### config.mk
export PLATFORM = sky130hd
export DESIGN_NAME = hsv_to_rgb_converter_core
export DESIGN_NICKNAME = d
export VERILOG_FILES = /design/src/hdl/hsvc_pkg.sv /design/src/hdl/hsvc_sector.sv /design/src/hdl/hsvc_scale.sv /design/src/hdl/hsvc_divide.sv /design/src/hdl/hsv_to_rgb_converter_core.sv
export VERILOG_INCLUDE_DIRS = /design/src /design/src/hdl
export SDC_FILE = /design/constraint.sdc
export NUM_CORES = 2
export LEC_CHECK = 0
export ABC_AREA = 1
export BUFFER_PORTS_ARGS = -buffer_cell sky130_fd_sc_hd__buf_2
export CORE_MARGIN = 5
export CORE_UTILIZATION = 35
export DETAILED_ROUTE_END_ITERATION = 8
export SETUP_SLACK_MARGIN = 0.5
export SLEW_MARGIN = 20
export SYNTH_ARGS = -nofsm -noshare
export SYNTH_HDL_FRONTEND = slang
export SYNTH_SLANG_ARGS = --single-unit
### constraint.sdc
create_clock -name clock -period 8.67 [get_ports clock]
set_input_delay 0.4335 -clock clock [delete_from_list [all_inputs] [get_ports clock]]
set_output_delay 0.4335 -clock clock [all_outputs]
set_load 0.02 [all_outputs]
### src/hdl/hsv_to_rgb_converter_core_assert.svh
// Assertion macros shared by the colour converter RTL.
`ifndef HSV_TO_RGB_CONVERTER_CORE_ASSERT_SVH
`define HSV_TO_RGB_CONVERTER_CORE_ASSERT_SVH

// The consequent must hold in the same cycle as the antecedent.
`define HSVC_ASSERT_IMPLY(label, ante, cons) \
   label: assert property (@(posedge clock) disable iff (reset) (ante) |-> (cons)) \
      else $error("hsv_to_rgb_converter_core: same-cycle check failed");

// The consequent must hold in the cycle after the antecedent.
`define HSVC_ASSERT_NEXT(label, ante, cons) \
   label: assert property (@(posedge clock) disable iff (reset) (ante) |=> (cons)) \
      else $error("hsv_to_rgb_converter_core: next-cycle check failed");

`endif

### src/hdl/hsvc_pkg.sv
// Types and constants shared by the colour converter pipeline.
`default_nettype none

package hsvc_pkg;

   localparam int unsigned SECTOR_DEG = 60;
   localparam int unsigned FULL_LEVEL = 255;
   localparam int unsigned FULL_TURN  = 360;
   localparam int unsigned DEN        = FULL_LEVEL * SECTOR_DEG;

   // The level and denominator reciprocals sit slightly below the true value, so an
   // estimate is exact or one low. The sector reciprocal sits just above and is exact
   // for every nine-bit hue.
   localparam int unsigned RECIP_SECTOR       = 1093;
   localparam int unsigned RECIP_SECTOR_SHIFT = 16;
   localparam int unsigned RECIP_LEVEL        = 257;
   localparam int unsigned RECIP_LEVEL_SHIFT  = 16;
   localparam int unsigned RECIP_DEN          = 70179;
   localparam int unsigned RECIP_DEN_SHIFT    = 30;

   typedef logic [8:0]  hue_type;
   typedef logic [7:0]  level_type;
   typedef logic [5:0]  rem_type;
   typedef logic [3:0]  sector_type;
   typedef logic [13:0] num_type;
   typedef logic [15:0] narrow_type;
   typedef logic [21:0] wide_type;

   localparam sector_type SECT_RED     = 4'd0;
   localparam sector_type SECT_YELLOW  = 4'd1;
   localparam sector_type SECT_GREEN   = 4'd2;
   localparam sector_type SECT_CYAN    = 4'd3;
   localparam sector_type SECT_BLUE    = 4'd4;

   typedef struct packed {
      sector_type sector;
      rem_type    rem;
      level_type  sat;
      level_type  bright;
   } hue_stage_type;

   typedef struct packed {
      sector_type sector;
      level_type  bright;
      level_type  sat_inv;
      num_type    num_q;
      num_type    num_t;
   } num_stage_type;

   typedef struct packed {
      sector_type sector;
      level_type  bright;
      narrow_type p_x;
      wide_type   q_x;
      wide_type   t_x;
   } prod_stage_type;

   typedef struct packed {
      sector_type sector;
      level_type  bright;
      narrow_type p_x;
      wide_type   q_x;
      wide_type   t_x;
      level_type  p_est;
      level_type  q_est;
      level_type  t_est;
   } est_stage_type;

   typedef struct packed {
      sector_type sector;
      level_type  bright;
      level_type  p_lvl;
      level_type  q_lvl;
      level_type  t_lvl;
   } tone_stage_type;

endpackage

`default_nettype wire

### src/hdl/hsvc_sector.sv
// First pipeline stage: splits the hue into a sector and an offset within it.
`default_nettype none

module hsvc_sector (
   input  wire logic                   clock,
   input  wire logic                   reset,
   input  wire logic                   up_valid,
   output logic                        up_stall,
   input  wire hsvc_pkg::hue_type      hue_degrees,
   input  wire hsvc_pkg::level_type    sat_level,
   input  wire hsvc_pkg::level_type    bright_level,
   output logic                        dn_valid,
   input  wire logic                   dn_stall,
   output hsvc_pkg::hue_stage_type     dn_data
);

   logic                    valid_ff;
   logic                    stage_en;
   hsvc_pkg::hue_stage_type data_ff;
   hsvc_pkg::hue_stage_type data_in;
   hsvc_pkg::hue_type       hue_adj;
   logic [19:0]             hue_prod;
   logic [9:0]              sect_deg;

   assign stage_en = !valid_ff || !dn_stall;
   assign up_stall = !stage_en;
   assign dn_valid = valid_ff;
   assign dn_data  = data_ff;

   always_comb begin
      // A full turn is the same colour as zero degrees.
      hue_adj = (hue_degrees == hsvc_pkg::hue_type'(hsvc_pkg::FULL_TURN)) ? '0 : hue_degrees;
      hue_prod = 20'(hue_adj) * 20'(hsvc_pkg::RECIP_SECTOR);
      data_in.sector = hsvc_pkg::sector_type'(hue_prod >> hsvc_pkg::RECIP_SECTOR_SHIFT);
      sect_deg = 10'(data_in.sector) * 10'(hsvc_pkg::SECTOR_DEG);
      data_in.rem = hsvc_pkg::rem_type'(10'(hue_adj) - sect_deg);
      data_in.sat = sat_level;
      data_in.bright = bright_level;
   end

   always_ff @(posedge clock) begin
      if (reset) begin
         valid_ff <= 1'b0;
      end else if (stage_en) begin
         valid_ff <= up_valid;
      end
   end

   always_ff @(posedge clock) begin
      if (stage_en) begin
         data_ff <= data_in;
      end
   end

endmodule

`default_nettype wire

### src/hdl/hsvc_scale.sv
// Second and third pipeline stages: numerators of p, q and t, then scaling by value.
`default_nettype none

module hsvc_scale (
   input  wire logic                     clock,
   input  wire logic                     reset,
   input  wire logic                     up_valid,
   output logic                          up_stall,
   input  wire hsvc_pkg::hue_stage_type  up_data,
   output logic                          dn_valid,
   input  wire logic                     dn_stall,
   output hsvc_pkg::prod_stage_type      dn_data
);

   logic                     num_valid_ff;
   logic                     prod_valid_ff;
   logic                     num_en;
   logic                     prod_en;
   hsvc_pkg::num_stage_type  num_ff;
   hsvc_pkg::num_stage_type  num_in;
   hsvc_pkg::prod_stage_type prod_ff;
   hsvc_pkg::prod_stage_type prod_in;
   hsvc_pkg::rem_type        rem_inv;
   hsvc_pkg::num_type        sat_rem;
   hsvc_pkg::num_type        sat_rem_inv;

   assign prod_en  = !prod_valid_ff || !dn_stall;
   assign num_en   = !num_valid_ff || prod_en;
   assign up_stall = !num_en;
   assign dn_valid = prod_valid_ff;
   assign dn_data  = prod_ff;

   always_comb begin
      rem_inv = hsvc_pkg::rem_type'(hsvc_pkg::SECTOR_DEG) - up_data.rem;
      sat_rem = 14'(up_data.sat) * 14'(up_data.rem);
      sat_rem_inv = 14'(up_data.sat) * 14'(rem_inv);
      num_in.sector = up_data.sector;
      num_in.bright = up_data.bright;
      num_in.sat_inv = hsvc_pkg::level_type'(hsvc_pkg::FULL_LEVEL) - up_data.sat;
      num_in.num_q = hsvc_pkg::num_type'(hsvc_pkg::DEN) - sat_rem;
      num_in.num_t = hsvc_pkg::num_type'(hsvc_pkg::DEN) - sat_rem_inv;
   end

   always_comb begin
      prod_in.sector = num_ff.sector;
      prod_in.bright = num_ff.bright;
      prod_in.p_x = 16'(num_ff.bright) * 16'(num_ff.sat_inv);
      prod_in.q_x = 22'(num_ff.bright) * 22'(num_ff.num_q);
      prod_in.t_x = 22'(num_ff.bright) * 22'(num_ff.num_t);
   end

   always_ff @(posedge clock) begin
      if (reset) begin
         num_valid_ff  <= 1'b0;
         prod_valid_ff <= 1'b0;
      end else begin
         if (num_en) begin
            num_valid_ff <= up_valid;
         end
         if (prod_en) begin
            prod_valid_ff <= num_valid_ff;
         end
      end
   end

   always_ff @(posedge clock) begin
      if (num_en) begin
         num_ff <= num_in;
      end
      if (prod_en) begin
         prod_ff <= prod_in;
      end
   end

endmodule

`default_nettype wire

### src/hdl/hsvc_divide.sv
// Fourth and fifth pipeline stages: division by constants via reciprocal and correction.
`default_nettype none

module hsvc_divide (
   input  wire logic                     clock,
   input  wire logic                     reset,
   input  wire logic                     up_valid,
   output logic                          up_stall,
   input  wire hsvc_pkg::prod_stage_type up_data,
   output logic                          dn_valid,
   input  wire logic                     dn_stall,
   output hsvc_pkg::tone_stage_type      dn_data
);

   logic                     est_valid_ff;
   logic                     tone_valid_ff;
   logic                     est_en;
   logic                     tone_en;
   hsvc_pkg::est_stage_type  est_ff;
   hsvc_pkg::est_stage_type  est_in;
   hsvc_pkg::tone_stage_type tone_ff;
   hsvc_pkg::tone_stage_type tone_in;
   logic [24:0]              p_prod;
   logic [38:0]              q_prod;
   logic [38:0]              t_prod;
   hsvc_pkg::narrow_type     p_rem;
   hsvc_pkg::wide_type       q_rem;
   hsvc_pkg::wide_type       t_rem;

   assign tone_en  = !tone_valid_ff || !dn_stall;
   assign est_en   = !est_valid_ff || tone_en;
   assign up_stall = !est_en;
   assign dn_valid = tone_valid_ff;
   assign dn_data  = tone_ff;

   always_comb begin
      p_prod = 25'(up_data.p_x) * 25'(hsvc_pkg::RECIP_LEVEL);
      q_prod = 39'(up_data.q_x) * 39'(hsvc_pkg::RECIP_DEN);
      t_prod = 39'(up_data.t_x) * 39'(hsvc_pkg::RECIP_DEN);
      est_in.sector = up_data.sector;
      est_in.bright = up_data.bright;
      est_in.p_x = up_data.p_x;
      est_in.q_x = up_data.q_x;
      est_in.t_x = up_data.t_x;
      est_in.p_est = hsvc_pkg::level_type'(p_prod >> hsvc_pkg::RECIP_LEVEL_SHIFT);
      est_in.q_est = hsvc_pkg::level_type'(q_prod >> hsvc_pkg::RECIP_DEN_SHIFT);
      est_in.t_est = hsvc_pkg::level_type'(t_prod >> hsvc_pkg::RECIP_DEN_SHIFT);
   end

   // The estimates are never high; a remainder at or above the divisor means one low.
   always_comb begin
      p_rem = est_ff.p_x - 16'(est_ff.p_est) * 16'(hsvc_pkg::FULL_LEVEL);
      q_rem = est_ff.q_x - 22'(est_ff.q_est) * 22'(hsvc_pkg::DEN);
      t_rem = est_ff.t_x - 22'(est_ff.t_est) * 22'(hsvc_pkg::DEN);
      tone_in.sector = est_ff.sector;
      tone_in.bright = est_ff.bright;
      tone_in.p_lvl = (p_rem >= 16'(hsvc_pkg::FULL_LEVEL)) ? est_ff.p_est + 8'd1 : est_ff.p_est;
      tone_in.q_lvl = (q_rem >= 22'(hsvc_pkg::DEN)) ? est_ff.q_est + 8'd1 : est_ff.q_est;
      tone_in.t_lvl = (t_rem >= 22'(hsvc_pkg::DEN)) ? est_ff.t_est + 8'd1 : est_ff.t_est;
   end

   always_ff @(posedge clock) begin
      if (reset) begin
         est_valid_ff  <= 1'b0;
         tone_valid_ff <= 1'b0;
      end else begin
         if (est_en) begin
            est_valid_ff <= up_valid;
         end
         if (tone_en) begin
            tone_valid_ff <= est_valid_ff;
         end
      end
   end

   always_ff @(posedge clock) begin
      if (est_en) begin
         est_ff <= est_in;
      end
      if (tone_en) begin
         tone_ff <= tone_in;
      end
   end

endmodule

`default_nettype wire

### src/hdl/hsv_to_rgb_converter_core.sv
// Top level of the HSV to RGB colour converter pipeline.
//
//   Channel | Direction | Handshake         | Item contents
//   req     | in        | req_valid/stall   | hue_degrees, sat_level, bright_level
//   rsp     | out       | rsp_valid/stall   | red_out, green_out, blue_out
//
// One item is accepted per clock while req_stall is low.
// The six register stages are: sector split, numerators, value products,
// reciprocal estimates, correction, and the colour routing output register.
// Reset (synchronous, active high) clears every stage's valid bit.
// Each stage holds only while it is full and the stage after it holds, so empty
// stages close up behind a stalled result and input is taken until the pipe is full.
`default_nettype none
`include "hsv_to_rgb_converter_core_assert.svh"

module hsv_to_rgb_converter_core (
   input  wire logic                clock,
   input  wire logic                reset,
   input  wire logic                req_valid,
   output logic                     req_stall,
   input  wire hsvc_pkg::hue_type   req_hue_degrees,
   input  wire hsvc_pkg::level_type req_sat_level,
   input  wire hsvc_pkg::level_type req_bright_level,
   output logic                     rsp_valid,
   input  wire logic                rsp_stall,
   output hsvc_pkg::level_type      rsp_red_out,
   output hsvc_pkg::level_type      rsp_green_out,
   output hsvc_pkg::level_type      rsp_blue_out
);

   logic                     hue_valid;
   logic                     hue_stall;
   hsvc_pkg::hue_stage_type  hue_data;
   logic                     prod_valid;
   logic                     prod_stall;
   hsvc_pkg::prod_stage_type prod_data;
   logic                     tone_valid;
   logic                     tone_stall;
   hsvc_pkg::tone_stage_type tone;
   logic                     out_en;
   logic                     rsp_valid_ff;
   hsvc_pkg::level_type      red_ff;
   hsvc_pkg::level_type      green_ff;
   hsvc_pkg::level_type      blue_ff;
   hsvc_pkg::level_type      red_in;
   hsvc_pkg::level_type      green_in;
   hsvc_pkg::level_type      blue_in;

   hsvc_sector u_sector (
      .clock        (clock),
      .reset        (reset),
      .up_valid     (req_valid),
      .up_stall     (req_stall),
      .hue_degrees  (req_hue_degrees),
      .sat_level    (req_sat_level),
      .bright_level (req_bright_level),
      .dn_valid     (hue_valid),
      .dn_stall     (hue_stall),
      .dn_data      (hue_data)
   );

   hsvc_scale u_scale (
      .clock    (clock),
      .reset    (reset),
      .up_valid (hue_valid),
      .up_stall (hue_stall),
      .up_data  (hue_data),
      .dn_valid (prod_valid),
      .dn_stall (prod_stall),
      .dn_data  (prod_data)
   );

   hsvc_divide u_divide (
      .clock    (clock),
      .reset    (reset),
      .up_valid (prod_valid),
      .up_stall (prod_stall),
      .up_data  (prod_data),
      .dn_valid (tone_valid),
      .dn_stall (tone_stall),
      .dn_data  (tone)
   );

   assign out_en     = !rsp_valid_ff || !rsp_stall;
   assign tone_stall = !out_en;

   // Sectors beyond blue, including hues above a full turn, take the magenta mapping.
   always_comb begin
      unique case (tone.sector)
         hsvc_pkg::SECT_RED: begin
            red_in = tone.bright; green_in = tone.t_lvl; blue_in = tone.p_lvl;
         end
         hsvc_pkg::SECT_YELLOW: begin
            red_in = tone.q_lvl; green_in = tone.bright; blue_in = tone.p_lvl;
         end
         hsvc_pkg::SECT_GREEN: begin
            red_in = tone.p_lvl; green_in = tone.bright; blue_in = tone.t_lvl;
         end
         hsvc_pkg::SECT_CYAN: begin
            red_in = tone.p_lvl; green_in = tone.q_lvl; blue_in = tone.bright;
         end
         hsvc_pkg::SECT_BLUE: begin
            red_in = tone.t_lvl; green_in = tone.p_lvl; blue_in = tone.bright;
         end
         default: begin
            red_in = tone.bright; green_in = tone.p_lvl; blue_in = tone.q_lvl;
         end
      endcase
   end

   always_ff @(posedge clock) begin
      if (reset) begin
         rsp_valid_ff <= 1'b0;
      end else if (out_en) begin
         rsp_valid_ff <= tone_valid;
      end
   end

   always_ff @(posedge clock) begin
      if (out_en) begin
         red_ff   <= red_in;
         green_ff <= green_in;
         blue_ff  <= blue_in;
      end
   end

   assign rsp_valid     = rsp_valid_ff;
   assign rsp_red_out   = red_ff;
   assign rsp_green_out = green_ff;
   assign rsp_blue_out  = blue_ff;

   `HSVC_ASSERT_NEXT(a_accept_fills_first, req_valid && !req_stall, hue_valid)
   `HSVC_ASSERT_IMPLY(a_tone_order, tone_valid, (tone.p_lvl <= tone.q_lvl) && (tone.p_lvl <= tone.t_lvl))
   `HSVC_ASSERT_IMPLY(a_tone_bounded, tone_valid, (tone.q_lvl <= tone.bright) && (tone.t_lvl <= tone.bright))

endmodule

`default_nettype wire

==> flow_metrics.py <==
metrics = {
    "status": {
        "status": "finished clean",
    },
    "timing": {
        "tightest_slew_ns": 1.02,
        "finalSetupTns_ns": 0,
        "final_hold_viol_count": 0,
        "setup_viol": 0,
        "relSlewSlack_pct": 32.0,
        "rsz0062_at_grt": "false",
        "worst_clock_skew_ns": 0.0208,
        "fmax_ghz": 0.156,
        "fin_crit_sh_pct": 74.1,
        "slew_viol_final": 0,
        "min_period_ns": 6.43,
    },
    "worst_setup_path": {
        "slowest_stage": "fa_1",
        "critPathTopFamily": "adder cells",
        "end_kind": "flop",
        "path_buf_inv": 3,
        "worstSetupStartpointType": "flop",
        "critical_path_class": "reg -> reg",
        "cp.required_ns": 8.99,
        "worstPathArrival_ns": 6.75,
        "slowest_delay_ns": 0.68,
        "crit_fanout": 15,
    },
    "placement": {
        "dp_hpwl_mm": 76.2,
        "numPortBuffers": 54,
        "place_congestion": 0.878,
    },
    "clock_tree": {
        "ctsHoldBuffers": 0,
        "cts-resized-gates": 0,
        "cts_buffer_depth": 3,
        "cts_buffers": 39,
        "h-tree-depth": 2,
        "clk_pin_slew_ns": 0.05,
        "cts_sinks": 302,
        "post_cts_buffers": 0,
        "cts_tree": "built",
        "root_buffer": "clkbuf_16",
        "clk_latency_ns": 0.58,
    },
    "routing": {
        "via_per_inst": 4.70,
        "drt_iter0_markers": 1542,
        "vias": 29857,
        "firstDrtPassIters": 8,
        "route.detailed.drc": 0,
        "antenna_left": 0,
        "wl_per_cell_um": 14.4,
        "routed_wl_mm": 91.7,
    },
    "synthesis": {
        "netlist_instances": 4765,
        "synth_seq_cells": 302,
        "postSynthAreaPerCell_sq_um": 8.73,
        "async_reset_ff_share_pct": 0,
        "yosys.area.top_type_share_pct": 21.7,
        "yosysWarnings": 0,
        "synthTopCellsByArea": "fa_1 (22%), edfxtp_1 (21%), ha_1 (21%)",
        "synth_common_cells": "inv_1 (1,194), nand2_1 (936), ha_1 (705)",
        "synth_area_leader_cell": "fa_1",
        "netlist_area_sq_um": 41600,
        "yosysMostFrequentCell": "inv_1",
        "synth_cell_types": 53,
        "synthFlopType": "edfxtp_1",
        "synth-seq-area-share_pct": 21.7,
        "synth_fp_nets": 5950,
        "synth_edf_count": 296,
    },
    "finish": {
        "fillers": 11891,
        "drive_gt1_share_pct": 3.76,
        "nets": 5968,
        "diodes": 0,
        "areaGrowthSynthToFinish_pct": 7.76,
    },
    "floorplanning": {
        "die_w_um": 355,
        "initial_core_util_pct": 35.2,
        "design.portCount": 55,
        "dieArea_sq_um": 126000,
        "dieHeight_um": 355,
        "num_rows": 126,
        "core_area_sq_um": 118000,
    },
    "grt": {
        "grtUsageTotal_pct": 14.8,
        "grt_max_degree": 67,
        "antenna_found_initial": 0,
        "grt_pass1_wl_mm": 154,
        "grt_pass1_vias": 30577,
        "overflow": 0,
    },
    "flow_run": {
        "drv_cap": 0,
    },
    "hold_path": {
        "hold_path.class": "in -> reg",
    },
}
-- area by class of cell --
| class | instances | area (sq um) | area share (%) |
|---|---|---|---|
| Tap cell | 1536 | 1920 | 4.29 |
| Timing Repair Buffer | 67 | 368 | 0.821 |
| Inverter | 1198 | 4500 | 10.0 |
| Multi-Input combinational cell | 3175 | 27700 | 61.8 |
| Clock inverter | 28 | 294 | 0.656 |
| Clock buffer | 42 | 1010 | 2.25 |
| Sequential cell | 302 | 9010 | 20.1 |
-- placed cells by master, fill, tap and decap left out, drive strengths merged, types with 6 or more instances in the layout --
master,synthesis,routed
nand2,942,942
nor3,39,39
dfxtp,6,6
nand3b,12,12
o31ai,7,7
a21o,14,14
nand4,50,50
clkinv,0,17
ha,705,705
buf,1,67
o211ai,7,7
a21oi,252,252
a31oi,14,14
inv,1198,1201
edfxtp,296,296
nor2,215,215
fa,451,451
o21a,13,13
xnor2,44,44
nand3,115,115
clkbuf,89,42
o21ai,103,103
xor2,121,121
o2111ai,19,19
o21bai,15,15
o22ai,11,11
-- cells by family after synthesis --
kind of cell / count (synthesis) / share of synthesized area [%]
flops: 302 / 21.7
compound gates: 468 / 6.36
buf+inv: 1288 / 11.7
xor+xnor: 165 / 3.47
fa+ha+maj: 1156 / 42.9
simple gates: 1386 / 13.9
-- state kept, by name, summed over array words and instances, names as in the netlist --
register               cells
rsp_blue_out               8
rsp_green_out              8
rsp_red_out                8
rsp_valid                  1
u_divide.dn_data          36
u_divide.dn_valid          1
u_divide.est_ff           92
u_divide.est_valid_ff      1
u_scale.dn_data           71
u_scale.dn_valid           1
u_scale.num_ff            47
u_scale.num_valid_ff       1
u_sector.dn_data          26
u_sector.dn_valid          1
-- through the flow --
step / std cells / util (%) / cell area, sq um / hold slack (ns) / setup slack (ns)
2_1_floorplan: 4765 / - / 41600 / 0.400 / 0.868
3_3_place_gp: 6278 / 36.9 / 43500 / 0.402 / 2.35
3_5_place_dp: 6278 / 36.9 / 43500 / 0.405 / 2.30
4_1_cts: 6348 / 38.0 / 44800 / 0.00246 / 2.28
5_1_grt: 6348 / 38.0 / 44800 / 0.0125 / 1.71
6_report: 6348 / 38.0 / 44800 / 0.0403 / 2.24
-- path summary, 6_finish.rpt --
kind                                                     from                              to  slack, ns  depth (start not counted)
worst max-delay path            u_divide.est_ff[13]$_DFFE_PP_  u_divide.dn_data[12]$_DFFE_PP_       2.24                         30
worst min-delay path                      req_bright_level[7]   u_sector.dn_data[7]$_DFFE_PN_       0.04                          1
worst max register to register  u_divide.est_ff[13]$_DFFE_PP_  u_divide.dn_data[12]$_DFFE_PP_       2.24                         30
worst min register to register  u_scale.dn_data[66]$_DFFE_PP_   u_divide.est_ff[90]$_DFFE_PP_       0.41                          0
-- per-layer routing --
layer | routed length (um) | GRT usage (%) | part of all wire, %
met1 | 44200 | 20.8 | 48
met2 | 41600 | 24.2 | 45
met3 | 3730 | 1.91 | 4.1
met4 | 2200 | 3.83 | 2.4
met5 | 0 | 0 | 0
Power is not shown: default switching activity piles up to over one toggle a cycle in this logic, so the estimate is an artifact.
